### src/rtl/crf_pkg.sv
package crf_pkg;

	// Defaults for the top-level parameters
	localparam int MAX_PAYLOAD_DEF = 32;
	localparam int JOB_DEPTH_DEF   = 4;

	// Fixed field widths
	localparam int BYTE_W    = 8;
	localparam int FLEN_W    = 6;
	localparam int BIDX_W    = 5;
	localparam int CFG_IDX_W = 2;
	localparam int CRC_W     = 16;
	// Queued length field covers payload lengths up to 127
	localparam int JOB_LEN_W = 7;

	localparam logic [CRC_W-1:0] CRC_INIT = 16'hFFFF;
	localparam logic [CRC_W-1:0] CRC_POLY = 16'h1021;

	localparam logic [BYTE_W-1:0] HEAD_RST    = 8'hA6;
	localparam logic [BYTE_W-1:0] NODE_RST    = 8'h01;
	localparam logic [BYTE_W-1:0] TIMEOUT_RST = 8'd50;

	typedef enum logic [2:0] {
		PH_HEAD,
		PH_NODE,
		PH_CMD,
		PH_LEN,
		PH_DATA,
		PH_CRCL,
		PH_CRCH
	} parse_phase_t;

	typedef enum logic [CFG_IDX_W-1:0] {
		REG_FRAME_HEAD,
		REG_NODE_ID,
		REG_ONLINE_TIMEOUT
	} cfg_reg_t;

	typedef enum logic {
		BK_IDLE,
		BK_EMIT
	} back_state_t;

	// One entry of the queue between parser and emitter
	typedef struct packed {
		logic                  is_frame;
		logic                  online;
		logic [BYTE_W-1:0]     command;
		logic [JOB_LEN_W-1:0]  len;
	} job_t;

	// CRC-16, MSB first, one byte
	function automatic logic [CRC_W-1:0] crc_step(logic [CRC_W-1:0] crc,
		logic [BYTE_W-1:0] b);
		logic [CRC_W-1:0] c;
		c = crc ^ {b, 8'h00};
		for (int k = 0; k < 8; k++) begin
			if (c[CRC_W-1])
				c = {c[CRC_W-2:0], 1'b0} ^ CRC_POLY;
			else
				c = {c[CRC_W-2:0], 1'b0};
		end
		return c;
	endfunction

endpackage

### src/rtl/crf_front.sv
module crf_front import crf_pkg::*; #(
	parameter int MAX_PAYLOAD = MAX_PAYLOAD_DEF,
	parameter int JOB_DEPTH   = JOB_DEPTH_DEF,
	localparam int AW = (MAX_PAYLOAD > 1) ? $clog2(MAX_PAYLOAD) : 1,
	localparam int FW = $clog2(MAX_PAYLOAD + 1)
) (
	input  logic                 clk,
	input  logic                 arst_n,
	input  logic                 cfg_valid,
	input  logic [CFG_IDX_W-1:0] cfg_index,
	input  logic [BYTE_W-1:0]    cfg_data,
	input  logic                 push,
	output logic                 full,
	input  logic                 action,
	input  logic [BYTE_W-1:0]    rx_byte,
	output logic                 job_push,
	output job_t                 job_data,
	input  logic                 job_full,
	input  logic                 frame_done,
	output logic                 mem_we,
	output logic [AW-1:0]        mem_waddr,
	output logic [BYTE_W-1:0]    mem_wdata
);

	localparam int PW = $clog2(JOB_DEPTH + 2);

	logic [BYTE_W-1:0] head_q, node_id_q, timeout_q;

	parse_phase_t      phase_q, phase_d;
	logic [BYTE_W-1:0] node_q, node_d;
	logic [BYTE_W-1:0] cmd_q, cmd_d;
	logic [FW-1:0]     len_q, len_d;
	logic [FW-1:0]     fill_q, fill_d;
	logic [CRC_W-1:0]  crc_q, crc_d;
	logic [BYTE_W-1:0] rlo_q, rlo_d;
	logic [BYTE_W-1:0] ticks_q, ticks_d;
	logic [PW-1:0]     pending_q;

	logic accept;
	logic good;
	logic inc_pending;

	// Stall on a full job queue, and stall all items in the payload phase while an earlier frame is still being read out
	assign full   = job_full || (phase_q == PH_DATA && pending_q != '0);
	assign accept = push && !full;

	assign mem_waddr = fill_q[AW-1:0];
	assign mem_wdata = rx_byte;

	always_ff @(posedge clk or negedge arst_n) begin
		if (!arst_n) begin
			head_q    <= HEAD_RST;
			node_id_q <= NODE_RST;
			timeout_q <= TIMEOUT_RST;
		end else if (cfg_valid) begin
			unique case (cfg_reg_t'(cfg_index))
				REG_FRAME_HEAD:     head_q    <= cfg_data;
				REG_NODE_ID:        node_id_q <= cfg_data;
				REG_ONLINE_TIMEOUT: timeout_q <= cfg_data;
				default: ;
			endcase
		end
	end

	always_ff @(posedge clk or negedge arst_n) begin
		if (!arst_n) begin
			phase_q   <= PH_HEAD;
			node_q    <= '0;
			cmd_q     <= '0;
			len_q     <= '0;
			fill_q    <= '0;
			crc_q     <= CRC_INIT;
			rlo_q     <= '0;
			ticks_q   <= '0;
			pending_q <= '0;
		end else begin
			phase_q   <= phase_d;
			node_q    <= node_d;
			cmd_q     <= cmd_d;
			len_q     <= len_d;
			fill_q    <= fill_d;
			crc_q     <= crc_d;
			rlo_q     <= rlo_d;
			ticks_q   <= ticks_d;
			pending_q <= pending_q + PW'(inc_pending) - PW'(frame_done);
		end
	end

	always_comb begin
		phase_d     = phase_q;
		node_d      = node_q;
		cmd_d       = cmd_q;
		len_d       = len_q;
		fill_d      = fill_q;
		crc_d       = crc_q;
		rlo_d       = rlo_q;
		ticks_d     = ticks_q;
		mem_we      = 1'b0;
		job_push    = 1'b0;
		job_data    = '0;
		good        = 1'b0;
		inc_pending = 1'b0;
		if (accept) begin
			job_push = 1'b1;
			if (action) begin
				if (ticks_q != '0)
					ticks_d = ticks_q - 8'd1;
			end else begin
				unique case (phase_q)
					PH_HEAD: begin
						if (rx_byte == head_q) begin
							crc_d   = CRC_INIT;
							phase_d = PH_NODE;
						end
					end
					PH_NODE: begin
						node_d  = rx_byte;
						crc_d   = crc_step(crc_q, rx_byte);
						phase_d = PH_CMD;
					end
					PH_CMD: begin
						cmd_d   = rx_byte;
						crc_d   = crc_step(crc_q, rx_byte);
						phase_d = PH_LEN;
					end
					PH_LEN: begin
						crc_d  = crc_step(crc_q, rx_byte);
						fill_d = '0;
						if (rx_byte > 8'(MAX_PAYLOAD)) begin
							phase_d = PH_HEAD;
						end else begin
							len_d   = rx_byte[FW-1:0];
							phase_d = (rx_byte == 8'd0) ? PH_CRCL : PH_DATA;
						end
					end
					PH_DATA: begin
						mem_we = 1'b1;
						crc_d  = crc_step(crc_q, rx_byte);
						fill_d = fill_q + 1'b1;
						if (fill_d >= len_q)
							phase_d = PH_CRCL;
					end
					PH_CRCL: begin
						rlo_d   = rx_byte;
						phase_d = PH_CRCH;
					end
					PH_CRCH: begin
						phase_d = PH_HEAD;
						if (node_q == node_id_q && {rx_byte, rlo_q} == crc_q) begin
							good    = 1'b1;
							ticks_d = timeout_q;
						end
					end
					default: phase_d = PH_HEAD;
				endcase
			end
			job_data.is_frame = good;
			job_data.online   = (ticks_d != '0);
			job_data.command  = good ? cmd_q : '0;
			job_data.len      = good ? JOB_LEN_W'(len_q) : '0;
			inc_pending       = good && (len_q != '0);
		end
	end

endmodule

### src/rtl/crf_job_fifo.sv
module crf_job_fifo import crf_pkg::*; #(
	parameter int JOB_DEPTH = JOB_DEPTH_DEF,
	localparam int PTR_W = (JOB_DEPTH > 1) ? $clog2(JOB_DEPTH) : 1,
	localparam int CNT_W = $clog2(JOB_DEPTH + 1)
) (
	input  logic clk,
	input  logic arst_n,
	input  logic wr_en,
	input  job_t wr_data,
	output logic full,
	input  logic rd_en,
	output job_t rd_data,
	output logic empty
);

	job_t             slot_q [JOB_DEPTH];
	logic [PTR_W-1:0] wr_ptr_q, rd_ptr_q;
	logic [CNT_W-1:0] count_q;
	logic             do_wr, do_rd;

	assign full    = (count_q == CNT_W'(JOB_DEPTH));
	assign empty   = (count_q == '0);
	assign do_wr   = wr_en && !full;
	assign do_rd   = rd_en && !empty;
	assign rd_data = slot_q[rd_ptr_q];

	always_ff @(posedge clk) begin
		if (do_wr)
			slot_q[wr_ptr_q] <= wr_data;
	end

	always_ff @(posedge clk or negedge arst_n) begin
		if (!arst_n) begin
			wr_ptr_q <= '0;
			rd_ptr_q <= '0;
			count_q  <= '0;
		end else begin
			if (do_wr)
				wr_ptr_q <= (wr_ptr_q == PTR_W'(JOB_DEPTH - 1)) ? '0 : wr_ptr_q + 1'b1;
			if (do_rd)
				rd_ptr_q <= (rd_ptr_q == PTR_W'(JOB_DEPTH - 1)) ? '0 : rd_ptr_q + 1'b1;
			count_q <= count_q + CNT_W'(do_wr) - CNT_W'(do_rd);
		end
	end

endmodule

### src/rtl/crf_back.sv
module crf_back import crf_pkg::*; #(
	parameter int MAX_PAYLOAD = MAX_PAYLOAD_DEF,
	localparam int AW = (MAX_PAYLOAD > 1) ? $clog2(MAX_PAYLOAD) : 1,
	localparam int FW = $clog2(MAX_PAYLOAD + 1)
) (
	input  logic              clk,
	input  logic              arst_n,
	input  logic              mem_we,
	input  logic [AW-1:0]     mem_waddr,
	input  logic [BYTE_W-1:0] mem_wdata,
	input  logic              job_empty,
	input  job_t              job_data,
	output logic              job_pop,
	output logic              frame_done,
	output logic              empty,
	input  logic              pop,
	output logic              result_kind,
	output logic              online,
	output logic [BYTE_W-1:0] command,
	output logic [FLEN_W-1:0] frame_length,
	output logic [BIDX_W-1:0] byte_index,
	output logic [BYTE_W-1:0] payload_byte,
	output logic              last
);

	logic [BYTE_W-1:0] mem [MAX_PAYLOAD];
	logic [BYTE_W-1:0] rd_data_q;
	logic              rd_en;
	logic [AW-1:0]     rd_addr;

	back_state_t       state_q, state_d;
	logic [AW-1:0]     idx_q, idx_d;
	logic [FW-1:0]     cur_len_q;
	logic [BYTE_W-1:0] cur_cmd_q;
	logic              cur_online_q;
	logic              latch_job;

	logic              out_valid_q;
	logic              out_free, load;
	logic              kind_d, online_d, last_d;
	logic [BYTE_W-1:0] cmd_d, byte_d;
	logic [FLEN_W-1:0] flen_d;
	logic [BIDX_W-1:0] bidx_d;
	logic              is_last;

	assign empty    = !out_valid_q;
	assign out_free = !out_valid_q || pop;
	assign is_last  = (FW'(idx_q) + 1'b1 == cur_len_q);

	always_ff @(posedge clk) begin
		if (mem_we)
			mem[mem_waddr] <= mem_wdata;
		if (rd_en)
			rd_data_q <= mem[rd_addr];
	end

	always_ff @(posedge clk) begin
		if (latch_job) begin
			cur_len_q    <= job_data.len[FW-1:0];
			cur_cmd_q    <= job_data.command;
			cur_online_q <= job_data.online;
		end
		if (load) begin
			result_kind  <= kind_d;
			online       <= online_d;
			command      <= cmd_d;
			frame_length <= flen_d;
			byte_index   <= bidx_d;
			payload_byte <= byte_d;
			last         <= last_d;
		end
	end

	always_ff @(posedge clk or negedge arst_n) begin
		if (!arst_n) begin
			state_q     <= BK_IDLE;
			idx_q       <= '0;
			out_valid_q <= 1'b0;
		end else begin
			state_q <= state_d;
			idx_q   <= idx_d;
			if (load)
				out_valid_q <= 1'b1;
			else if (pop)
				out_valid_q <= 1'b0;
		end
	end

	always_comb begin
		state_d    = state_q;
		idx_d      = idx_q;
		job_pop    = 1'b0;
		latch_job  = 1'b0;
		frame_done = 1'b0;
		rd_en      = 1'b0;
		rd_addr    = idx_q;
		load       = 1'b0;
		kind_d     = 1'b0;
		online_d   = 1'b0;
		cmd_d      = '0;
		flen_d     = '0;
		bidx_d     = '0;
		byte_d     = '0;
		last_d     = 1'b1;
		unique case (state_q)
			BK_IDLE: begin
				if (!job_empty) begin
					if (job_data.is_frame && job_data.len != '0) begin
						// start the read-out; first byte arrives next cycle
						job_pop   = 1'b1;
						latch_job = 1'b1;
						idx_d     = '0;
						rd_en     = 1'b1;
						rd_addr   = '0;
						state_d   = BK_EMIT;
					end else if (out_free) begin
						job_pop  = 1'b1;
						load     = 1'b1;
						kind_d   = job_data.is_frame;
						online_d = job_data.online;
						cmd_d    = job_data.command;
					end
				end
			end
			BK_EMIT: begin
				if (out_free) begin
					load     = 1'b1;
					kind_d   = 1'b1;
					online_d = cur_online_q;
					cmd_d    = cur_cmd_q;
					flen_d   = FLEN_W'(cur_len_q);
					bidx_d   = BIDX_W'(idx_q);
					byte_d   = rd_data_q;
					last_d   = is_last;
					if (is_last) begin
						frame_done = 1'b1;
						state_d    = BK_IDLE;
					end else begin
						idx_d   = idx_q + 1'b1;
						rd_en   = 1'b1;
						rd_addr = idx_q + 1'b1;
					end
				end
			end
			default: state_d = BK_IDLE;
		endcase
	end

endmodule

### src/rtl/crc_frame_receiver_top.sv
// Framed packet receiver with CRC-16 (poly 0x1021, init 0xFFFF) check. Each
// input item is a received byte or a 10 ms tick; every item gives one status
// result, except the closing CRC byte of a good frame addressed to node_id,
// which gives one record per payload byte (or one empty record for length 0).
// The parser takes one item per cycle while full is low. full is high when the
// job queue is full, or while the parser is collecting payload and an earlier
// frame is still being read out of the single payload memory; ticks wait behind
// it as well. A status result goes through the job queue to the output register.
// The first record of a frame also goes through the memory read register. The
// remaining records follow at one per cycle while pop is held, limited by the
// one memory read port. Configuration writes are always taken (cfg_ready is
// tied high); index 3 is ignored.
module crc_frame_receiver_top import crf_pkg::*; #(
	parameter int MAX_PAYLOAD = MAX_PAYLOAD_DEF,
	parameter int JOB_DEPTH   = JOB_DEPTH_DEF
) (
	input  logic                 clk,
	input  logic                 arst_n,
	input  logic                 cfg_valid,
	output logic                 cfg_ready,
	input  logic [CFG_IDX_W-1:0] cfg_index,
	input  logic [BYTE_W-1:0]    cfg_data,
	input  logic                 push,
	output logic                 full,
	input  logic                 action,
	input  logic [BYTE_W-1:0]    rx_byte,
	output logic                 empty,
	input  logic                 pop,
	output logic                 result_kind,
	output logic                 online,
	output logic [BYTE_W-1:0]    command,
	output logic [FLEN_W-1:0]    frame_length,
	output logic [BIDX_W-1:0]    byte_index,
	output logic [BYTE_W-1:0]    payload_byte,
	output logic                 last
);

	localparam int AW = (MAX_PAYLOAD > 1) ? $clog2(MAX_PAYLOAD) : 1;

	logic              job_push, job_full, job_pop, job_empty;
	job_t              job_in, job_out;
	logic              frame_done;
	logic              mem_we;
	logic [AW-1:0]     mem_waddr;
	logic [BYTE_W-1:0] mem_wdata;

	assign cfg_ready = 1'b1;

	crf_front #(
		.MAX_PAYLOAD(MAX_PAYLOAD),
		.JOB_DEPTH  (JOB_DEPTH)
	) u_front (
		.clk       (clk),
		.arst_n    (arst_n),
		.cfg_valid (cfg_valid),
		.cfg_index (cfg_index),
		.cfg_data  (cfg_data),
		.push      (push),
		.full      (full),
		.action    (action),
		.rx_byte   (rx_byte),
		.job_push  (job_push),
		.job_data  (job_in),
		.job_full  (job_full),
		.frame_done(frame_done),
		.mem_we    (mem_we),
		.mem_waddr (mem_waddr),
		.mem_wdata (mem_wdata)
	);

	crf_job_fifo #(
		.JOB_DEPTH(JOB_DEPTH)
	) u_fifo (
		.clk    (clk),
		.arst_n (arst_n),
		.wr_en  (job_push),
		.wr_data(job_in),
		.full   (job_full),
		.rd_en  (job_pop),
		.rd_data(job_out),
		.empty  (job_empty)
	);

	crf_back #(
		.MAX_PAYLOAD(MAX_PAYLOAD)
	) u_back (
		.clk         (clk),
		.arst_n      (arst_n),
		.mem_we      (mem_we),
		.mem_waddr   (mem_waddr),
		.mem_wdata   (mem_wdata),
		.job_empty   (job_empty),
		.job_data    (job_out),
		.job_pop     (job_pop),
		.frame_done  (frame_done),
		.empty       (empty),
		.pop         (pop),
		.result_kind (result_kind),
		.online      (online),
		.command     (command),
		.frame_length(frame_length),
		.byte_index  (byte_index),
		.payload_byte(payload_byte),
		.last        (last)
	);

endmodule

### config.mk
export PLATFORM = sky130hd
export DESIGN_NAME = crc_frame_receiver_top
export DESIGN_NICKNAME = d
export VERILOG_FILES = /design/src/rtl/crf_pkg.sv /design/src/rtl/crf_front.sv /design/src/rtl/crf_job_fifo.sv /design/src/rtl/crf_back.sv /design/src/rtl/crc_frame_receiver_top.sv
export SDC_FILE = /design/constraint.sdc
export NUM_CORES = 1
export LEC_CHECK = 0
export ABC_AREA = 1
export BUFFER_PORTS_ARGS = -buffer_cell sky130_fd_sc_hd__clkbuf_2
export CORE_MARGIN = 5
export CORE_UTILIZATION = 45
export CTS_CLUSTER_SIZE = 12
export DETAILED_ROUTE_END_ITERATION = 10
export PLACE_DENSITY_LB_ADDON = 0.1
export SKIP_CTS_REPAIR_TIMING = 1
export SLEW_MARGIN = 10
export SYNTH_ARGS = -nofsm -noshare
export SYNTH_HDL_FRONTEND = slang
export SYNTH_SLANG_ARGS = --single-unit
### constraint.sdc
create_clock -name clk -period 7.2 [get_ports clk]
set_clock_uncertainty 0.2 [all_clocks]
set_input_delay 1.08 -clock clk [delete_from_list [all_inputs] [get_ports clk]]
set_output_delay 1.08 -clock clk [all_outputs]
set_load 0.01 [all_outputs]
# Word-level counts from Yosys, hierarchy flattened
# Memory sizes are Yosys's and may differ from the RTL's. A register that Yosys moved wholly into a read port is not among the register bits.
# Cells that the tools add are included.
# totals
inputBits	24
ff_bits	149
ram_bits	324
n_memories	2
# memory_table
memory	words	width	rd	rd_clocked_by_memory_dff	wr	line	source
u_back.mem	32	8	1	1	1	crf_back.sv:26	logic [BYTE_W-1:0] mem [MAX_PAYLOAD];
u_fifo.slot_q	4	17	1	0	1	crf_job_fifo.sv:16	job_t slot_q [JOB_DEPTH];
# op_classes
n_reduce_logical	36
n_bitwise	33
n_lt_le_gt_ge	2
n_mux	183
add_sub_neg	10
n_eq_ne	17
# ops
op	count
16-bit 2-to-1 mux	85
13-bit 2-to-1 mux	29
3-bit inverter	29
8-bit 2-to-1 mux	10
16-bit case mux with 5 select lines	1
1-bit 2-to-1 mux	38
5-bit 2-to-1 mux	4
3-bit case mux with 6 select lines	1
17-bit 2-to-1 mux	1
16-bit == test	1
8-bit == test	2
8-bit case mux with 2 select lines	1
8-bit nonzero test	2
16-bit bitwise XOR	1
3-bit == test (second input constant)	4
6-bit case mux with 2 select lines	1
3-bit AND reduction	4
4-bit AND reduction	3
1-bit case mux with 2 select lines	5
5-bit case mux with 2 select lines	1
3-bit 2-to-1 mux	3
8-bit by 6-bit > comparator with 1-bit output (second input constant)	1
8-bit zero test	1
2-bit AND reduction	4
28 further kinds	49

# Longest topological paths before layout
# logic_depth
depth_word	39
depth_mapped	22
mapped_depth_nobuf	19

# Hierarchy
# A second synthesis with hierarchy kept.
# unflattened
cells_unflattened	2239
area_unflattened_um2	22225.1
# modules_own_cells
module	seq_area_each_um2	area_per_inst_um2	cells_each	instances
crf_back	9454.1	13620.6	1237	1
crf_front	2282.2	5383.9	744	1
crf_job_fifo	2217.1	3209.3	256	1
crc_frame_receiver_top	0.0	11.3	2	1

# Worst setup path after synthesis
# OpenSTA, ideal clock, no wires.
# synth_path
path_type	input port to flip-flop
from	input rx_byte[7]
to	register u_front.pending_q[1]
arrival_time_ps	2993
path_buffers	0
cell_stages	11
setup_slack_ps	3871
required_time_ps	6864
setup_time_ps	136
path_cell_list	inv_1 nand2_1 nand2_1 or2_2 nor4_1 nand2_1 nor2_1 inv_1 a31oi_1 ha_1 fa_1
# synth_via
elab_chain_cells	10
# synth_lines
element	line	source
start, declared	crc_frame_receiver_top.sv:26	input logic [BYTE_W-1:0] rx_byte,
16-bit == test	crf_front.sv:149	if (node_q == node_id_q && {rx_byte, rlo_q} == crc_q) begin
1-bit logical AND	crf_front.sv:149	
1-bit 2-to-1 mux	crf_front.sv:149	
1-bit 2-to-1 mux	crf_front.sv:109	unique case (phase_q)
1-bit 2-to-1 mux	crf_front.sv:105	if (action) begin
1-bit 2-to-1 mux	crf_front.sv:103	if (accept) begin
1-bit logical AND	crf_front.sv:161	inc_pending = good && (len_q != '0);
1-bit 2-to-1 mux	crf_front.sv:103	
3-bit by 1-bit adder with 3-bit output	crf_front.sv:85	pending_q <= pending_q + PW'(inc_pending) - PW'(frame_done);
3-bit by 1-bit subtractor with 3-bit output	crf_front.sv:85	
end signal, assigned	crf_front.sv:85	
end, declared	crf_front.sv:37	logic [PW-1:0] pending_q;
# Every way passes these cells. The select of a mux whose other input is x is not followed.
# A chain may end at the register's enable or synchronous reset.

# Final worst setup path
# layout_path
from	register u_fifo.rd_ptr_q[1]
to	register u_back.rd_data_q[3], read port of u_back.mem (data pin)
# layout_via
elab_chain_cells	6
word_cells_on_any_way	9
classes_between	mux (6); reduce/logical (2); memory (1)
# layout_lines
element	line	source
start, declared	crf_job_fifo.sv:17	logic [PTR_W-1:0] wr_ptr_q, rd_ptr_q;
start signal, assigned	crf_job_fifo.sv:41	rd_ptr_q <= (rd_ptr_q == PTR_W'(JOB_DEPTH - 1)) ? '0 : rd_ptr_q + 1'b1;
memory 4 x 17 bit (*)	n/a	
7-bit nonzero test	crf_back.sv:108	if (job_data.is_frame && job_data.len != '0) begin
1-bit logical AND (*)	crf_back.sv:108	
5-bit 2-to-1 mux or 1-bit 2-to-1 mux (tied branches)	crf_back.sv:108	
5-bit 2-to-1 mux or 1-bit 2-to-1 mux (tied branches)	n/a	
5-bit case mux with 2 select lines or 1-bit case mux with 2 select lines (tied branches)	n/a	
end, declared	crf_back.sv:27	logic [BYTE_W-1:0] rd_data_q;
# Every way passes the cells marked *; elsewhere a longest branch is shown, timed or not.

==> impl_summary.log <==
INFO  metric slew_viol_final = 0
INFO  metric hold_path.startpoint = u_front.crc_q[14]$_DFFE_PN1P_
INFO  metric setup.worst_path.start = u_fifo.rd_ptr_q[1]$_DFFE_PN0P_
INFO  metric drc = 0
INFO  metric gr-usage-all-layers = 20.4%
INFO  metric critical_path.max_stage_delay = 0.69 ns
INFO  metric ys_warn_count = 0
INFO  metric grt_max_degree = 96
INFO  metric syn-mean-instance-area = 10.3 um2
INFO  metric critical_path.cell_chain = inv_1 -> o21ai_0 -> o22ai_1 -> nand3_2 -> nand3_4 -> buf_4 -> buf_4 -> nand3b_1 -> nand3_1 -> nand3_1 -> nand3_1 -> nand2_1 -> nand2_1 -> nand2_1
INFO  metric post_synth_xor_area_fraction = 1.51%
INFO  metric dominant_synthesized_flop_cell = sky130_fd_sc_hd__edfxtp_1
INFO  metric synth_fa_ha_area_share = 1.47%
INFO  metric cp_slowest_cell = sky130_fd_sc_hd__buf_4
INFO  metric hold_slack = 0.287 ns
INFO  metric totalNegativeSetupSlack = 0 ns
INFO  metric synth_simple_gate_area_share = 21.2%
INFO  metric final_net_count = 2171
INFO  metric timing.rr.start = u_fifo.rd_ptr_q[1]$_DFFE_PN0P_
INFO  metric synth.net_count = 2129
INFO  metric number_of_antenna_violations_at_the_first_check_in_global_routing = 0
INFO  metric tritoncts_clock_tree = done
INFO  metric floorplan.die.height = 228 um
INFO  metric grt_pass1_vias = 14400
INFO  metric die_area = 0.0521 mm2
INFO  metric max_transition_margin = 20.8%
INFO  metric route.vias.total = 14800
INFO  metric cts.path.max_buffers = 3
INFO  metric cell_count_after_placement = 2684
INFO  metric critical_path.top_delay_family = buffers and inverters
INFO  metric drtAntennaViolNets = 0
INFO  metric vias_per_cell = 5.32
INFO  metric globalRoute.totalOverflow = 0
INFO  metric detail_route.wl_per_cell = 19.4 um
INFO  metric arrival = 5.08 ns
INFO  metric drtIter0Drc = 1250
INFO  metric share_of_synthesized_registers_carrying_an_async_set_or_reset = 21.8%
INFO  metric core = 0.0474 mm2
INFO  metric global_route_wire_length_before_repair = 84500 um
INFO  metric preCtsSetupSlack = 2.30 ns
INFO  metric synth_cell_type_count = 45
INFO  metric h_tree_depth = 2
INFO  metric horizontal_die_dimension = 228 um
INFO  metric mappedNetlistArea = 0.0215 mm2
INFO  metric fin_crit = 4.93 ns
INFO  metric post_layout_nonfiller_instances = 2780
INFO  metric finalCritPeriodShare = 68.5%
INFO  metric pin_count = 57
INFO  metric ratio_of_cells_with_drive_above_1_in_the_final_layout = 9.56%
INFO  metric synth_mux_area_share = 0%
INFO  metric synth-edff-count = 373
INFO  metric total_cts_buffers = 52
INFO  metric synth-seq-area-share = 64.5%
INFO  metric status = finished, final reports clean
INFO  metric drt_wl_total = 54000 um
INFO  metric worstMarginPinSlew = 1.19 ns
INFO  metric max_cap_viol_count = 0
INFO  metric fin_ws = 2.27 ns
INFO  metric critical_path.max_fanout = 71
INFO  metric post-dp-hpwl = 33000 um
INFO  metric hp-class = reg2reg
INFO  metric power = 10600 uW
INFO  metric grt_setup_unrepaired = false
INFO  metric path_buf_inv = 3
INFO  metric cts_root_buffer = sky130_fd_sc_hd__clkbuf_16
INFO  metric timing.critical_path.to_type = flop
INFO  metric setup_viol = 0
INFO  metric row_count = 80
INFO  metric clock_insertion_delay_worst_skew = 0.59 ns
INFO  metric area_delta_synth_final = 11.4%
INFO  metric routability_congestion_estimate = 0.835
INFO  metric power.density = 443 mW/mm2
INFO  metric report.final.hold_viol_count = 0
INFO  metric dr.pass1.iters = 6
INFO  metric post_synth_inst_count = 2081
INFO  metric initial_core_util = 45.2%
INFO  metric io_buffer_count = 55
INFO  metric synth_top_family_by_area = simple AND/OR/NAND/NOR gates
INFO  metric setup.worst_path.class = reg2reg
INFO  metric cp_data_required_time = 7.35 ns
INFO  metric synth_compound_gate_area_share = 5.13%
INFO  metric crit_path_start_kind = flop
INFO  metric synth-seq-cells = 477
INFO  metric power.ir.vdd_worst = 280 uV
INFO  metric n_antenna_cell = 0
INFO  metric fmax = 203 MHz
INFO  metric power.static_leakage = 0.00979 uW
INFO  metric cts_sinks = 477
INFO  metric clkSlewWorstSetupHoldPaths = 0.06 ns
-- cell type report --
type / count / area (um2)
clock buffer: 70 / 1470
clock inverter: 26 / 174
fill: 4380 / 23500
inverter: 223 / 837
multi-input combinational: 1287 / 6330
sequential: 477 / 13800
tap: 615 / 769
timing repair buffer: 82 / 480
-- layer usage --
metal / share of wire (%) / vias up / track usage, %
li1: - / 7123 / -
met1: 46 / 7222 / 29.8
met2: 47 / 380 / 32.3
met3: 5.4 / 74 / 3.58
met4: 1.9 / 0 / 4.50
met5: 0 / - / 0
-- sequential cells by signal, indices dropped and copies added (netlist names), 8 cells and up --
name	flops
u_front.node_q	8
u_back.payload_byte	8
u_front.rlo_q	8
u_front.cmd_q	8
u_front.timeout_q	8
u_back.command	8
u_front.node_id_q	8
u_back.cur_cmd_q	8
u_front.crc_q	16
u_back.mem	256
u_fifo.slot_q	64
u_front.ticks_q	8
u_front.head_q	8
u_back.rd_data_q	8
-- cell usage in the layout (no fill, tap or decap), types with 7 or more instances in the layout --
cell and count:
sky130_fd_sc_hd__xnor2_1 14, sky130_fd_sc_hd__nor2_1 150, sky130_fd_sc_hd__nor3_1 9, sky130_fd_sc_hd__o22ai_1 11
sky130_fd_sc_hd__dfstp_2 24, sky130_fd_sc_hd__nand2_1 498, sky130_fd_sc_hd__nand3b_1 57, sky130_fd_sc_hd__xor2_1 23
sky130_fd_sc_hd__nand3_1 277, sky130_fd_sc_hd__dfrtp_1 80, sky130_fd_sc_hd__o21ai_0 148, sky130_fd_sc_hd__o21a_1 7
sky130_fd_sc_hd__clkbuf_16 54, sky130_fd_sc_hd__clkbuf_2 54, sky130_fd_sc_hd__clkbuf_1 10, sky130_fd_sc_hd__inv_1 218
sky130_fd_sc_hd__nand4_1 12, sky130_fd_sc_hd__clkinv_1 11, sky130_fd_sc_hd__clkinv_2 11, sky130_fd_sc_hd__buf_4 28
sky130_fd_sc_hd__ha_1 22, sky130_fd_sc_hd__edfxtp_1 373, sky130_fd_sc_hd__a32o_1 9
-- cell usage after synthesis (11+ instances only) --
| master | count | share of area (%) |
|---|---|---|
| sky130_fd_sc_hd__nand2_1 | 501 | 8.8 |
| sky130_fd_sc_hd__edfxtp_1 | 373 | 52 |
| sky130_fd_sc_hd__nand3_1 | 278 | 6.5 |
| sky130_fd_sc_hd__inv_1 | 219 | 3.8 |
| sky130_fd_sc_hd__nor2_1 | 150 | 2.6 |
| sky130_fd_sc_hd__o21ai_0 | 148 | 3.5 |
| sky130_fd_sc_hd__dfrtp_1 | 80 | 9.3 |
| sky130_fd_sc_hd__nand3b_1 | 57 | 2.0 |
| sky130_fd_sc_hd__buf_2 | 50 | 1.2 |
| sky130_fd_sc_hd__clkbuf_1 | 25 | 0.44 |
| sky130_fd_sc_hd__dfstp_2 | 24 | 2.9 |
| sky130_fd_sc_hd__xor2_1 | 23 | 0.94 |
| sky130_fd_sc_hd__ha_1 | 22 | 1.3 |
| sky130_fd_sc_hd__buf_4 | 16 | 0.56 |
| sky130_fd_sc_hd__xnor2_1 | 14 | 0.57 |
| sky130_fd_sc_hd__nand4_1 | 12 | 0.35 |
| sky130_fd_sc_hd__o22ai_1 | 11 | 0.32 |
-- where the power goes --
part	leakage, uW	total, uW	switching, uW	internal (uW)
sequential	0.00468	3770	254	3520
clock	0.000818	2570	1080	1500
combinational	0.00429	4250	3000	1250
-- worst reg2reg max path: cells and delay by family (launching register included) --
kind | cells | cell delay [ns]
AOI/OAI and AO/OA | 2 | 0.61
buffers and inverters | 3 | 1.95
DFF | 1 | 0.63
and+or+nand+nor | 9 | 1.31
-- cells by family (layout without fill, tap and decap cells) --
family / after synthesis / after routing
AO/OA/AOI/OAI: 194 / 194
buffers and inverters: 317 / 401
adder cells (fa/ha/maj): 24 / 24
other: 1 / 1
flip-flops: 477 / 477
AND/OR/NAND/NOR: 1031 / 1031
XOR/XNOR: 37 / 37
-- through the flow --
stage	utilization, %	cell area (um2)
floorplan	-	21500
global placement	46.9	22300
detailed placement	46.9	22300
CTS	50.4	23900
global route	50.4	23900
finish	50.4	23900
-- final timing paths --
| check | endpoint | slack [ns] | cells past startpoint |
|---|---|---|---|
| hold reg to reg | u_front.crc_q[14]$_DFFE_PN1P_ | 0.29 | 2 |
| setup / recovery | u_back.rd_data_q[3]$_DFFE_PP_ | 2.27 | 14 |
| max in group asynchronous | u_front.rlo_q[7]$_DFFE_PN0P_ | 5.29 | 2 |
| setup reg to reg | u_back.rd_data_q[3]$_DFFE_PP_ | 2.27 | 14 |
| hold / removal | u_front.crc_q[14]$_DFFE_PN1P_ | 0.29 | 2 |
| min in group asynchronous | u_back.state_q$_DFF_PN0_ | 0.36 | 1 |
(Power assumes the default switching activity.)
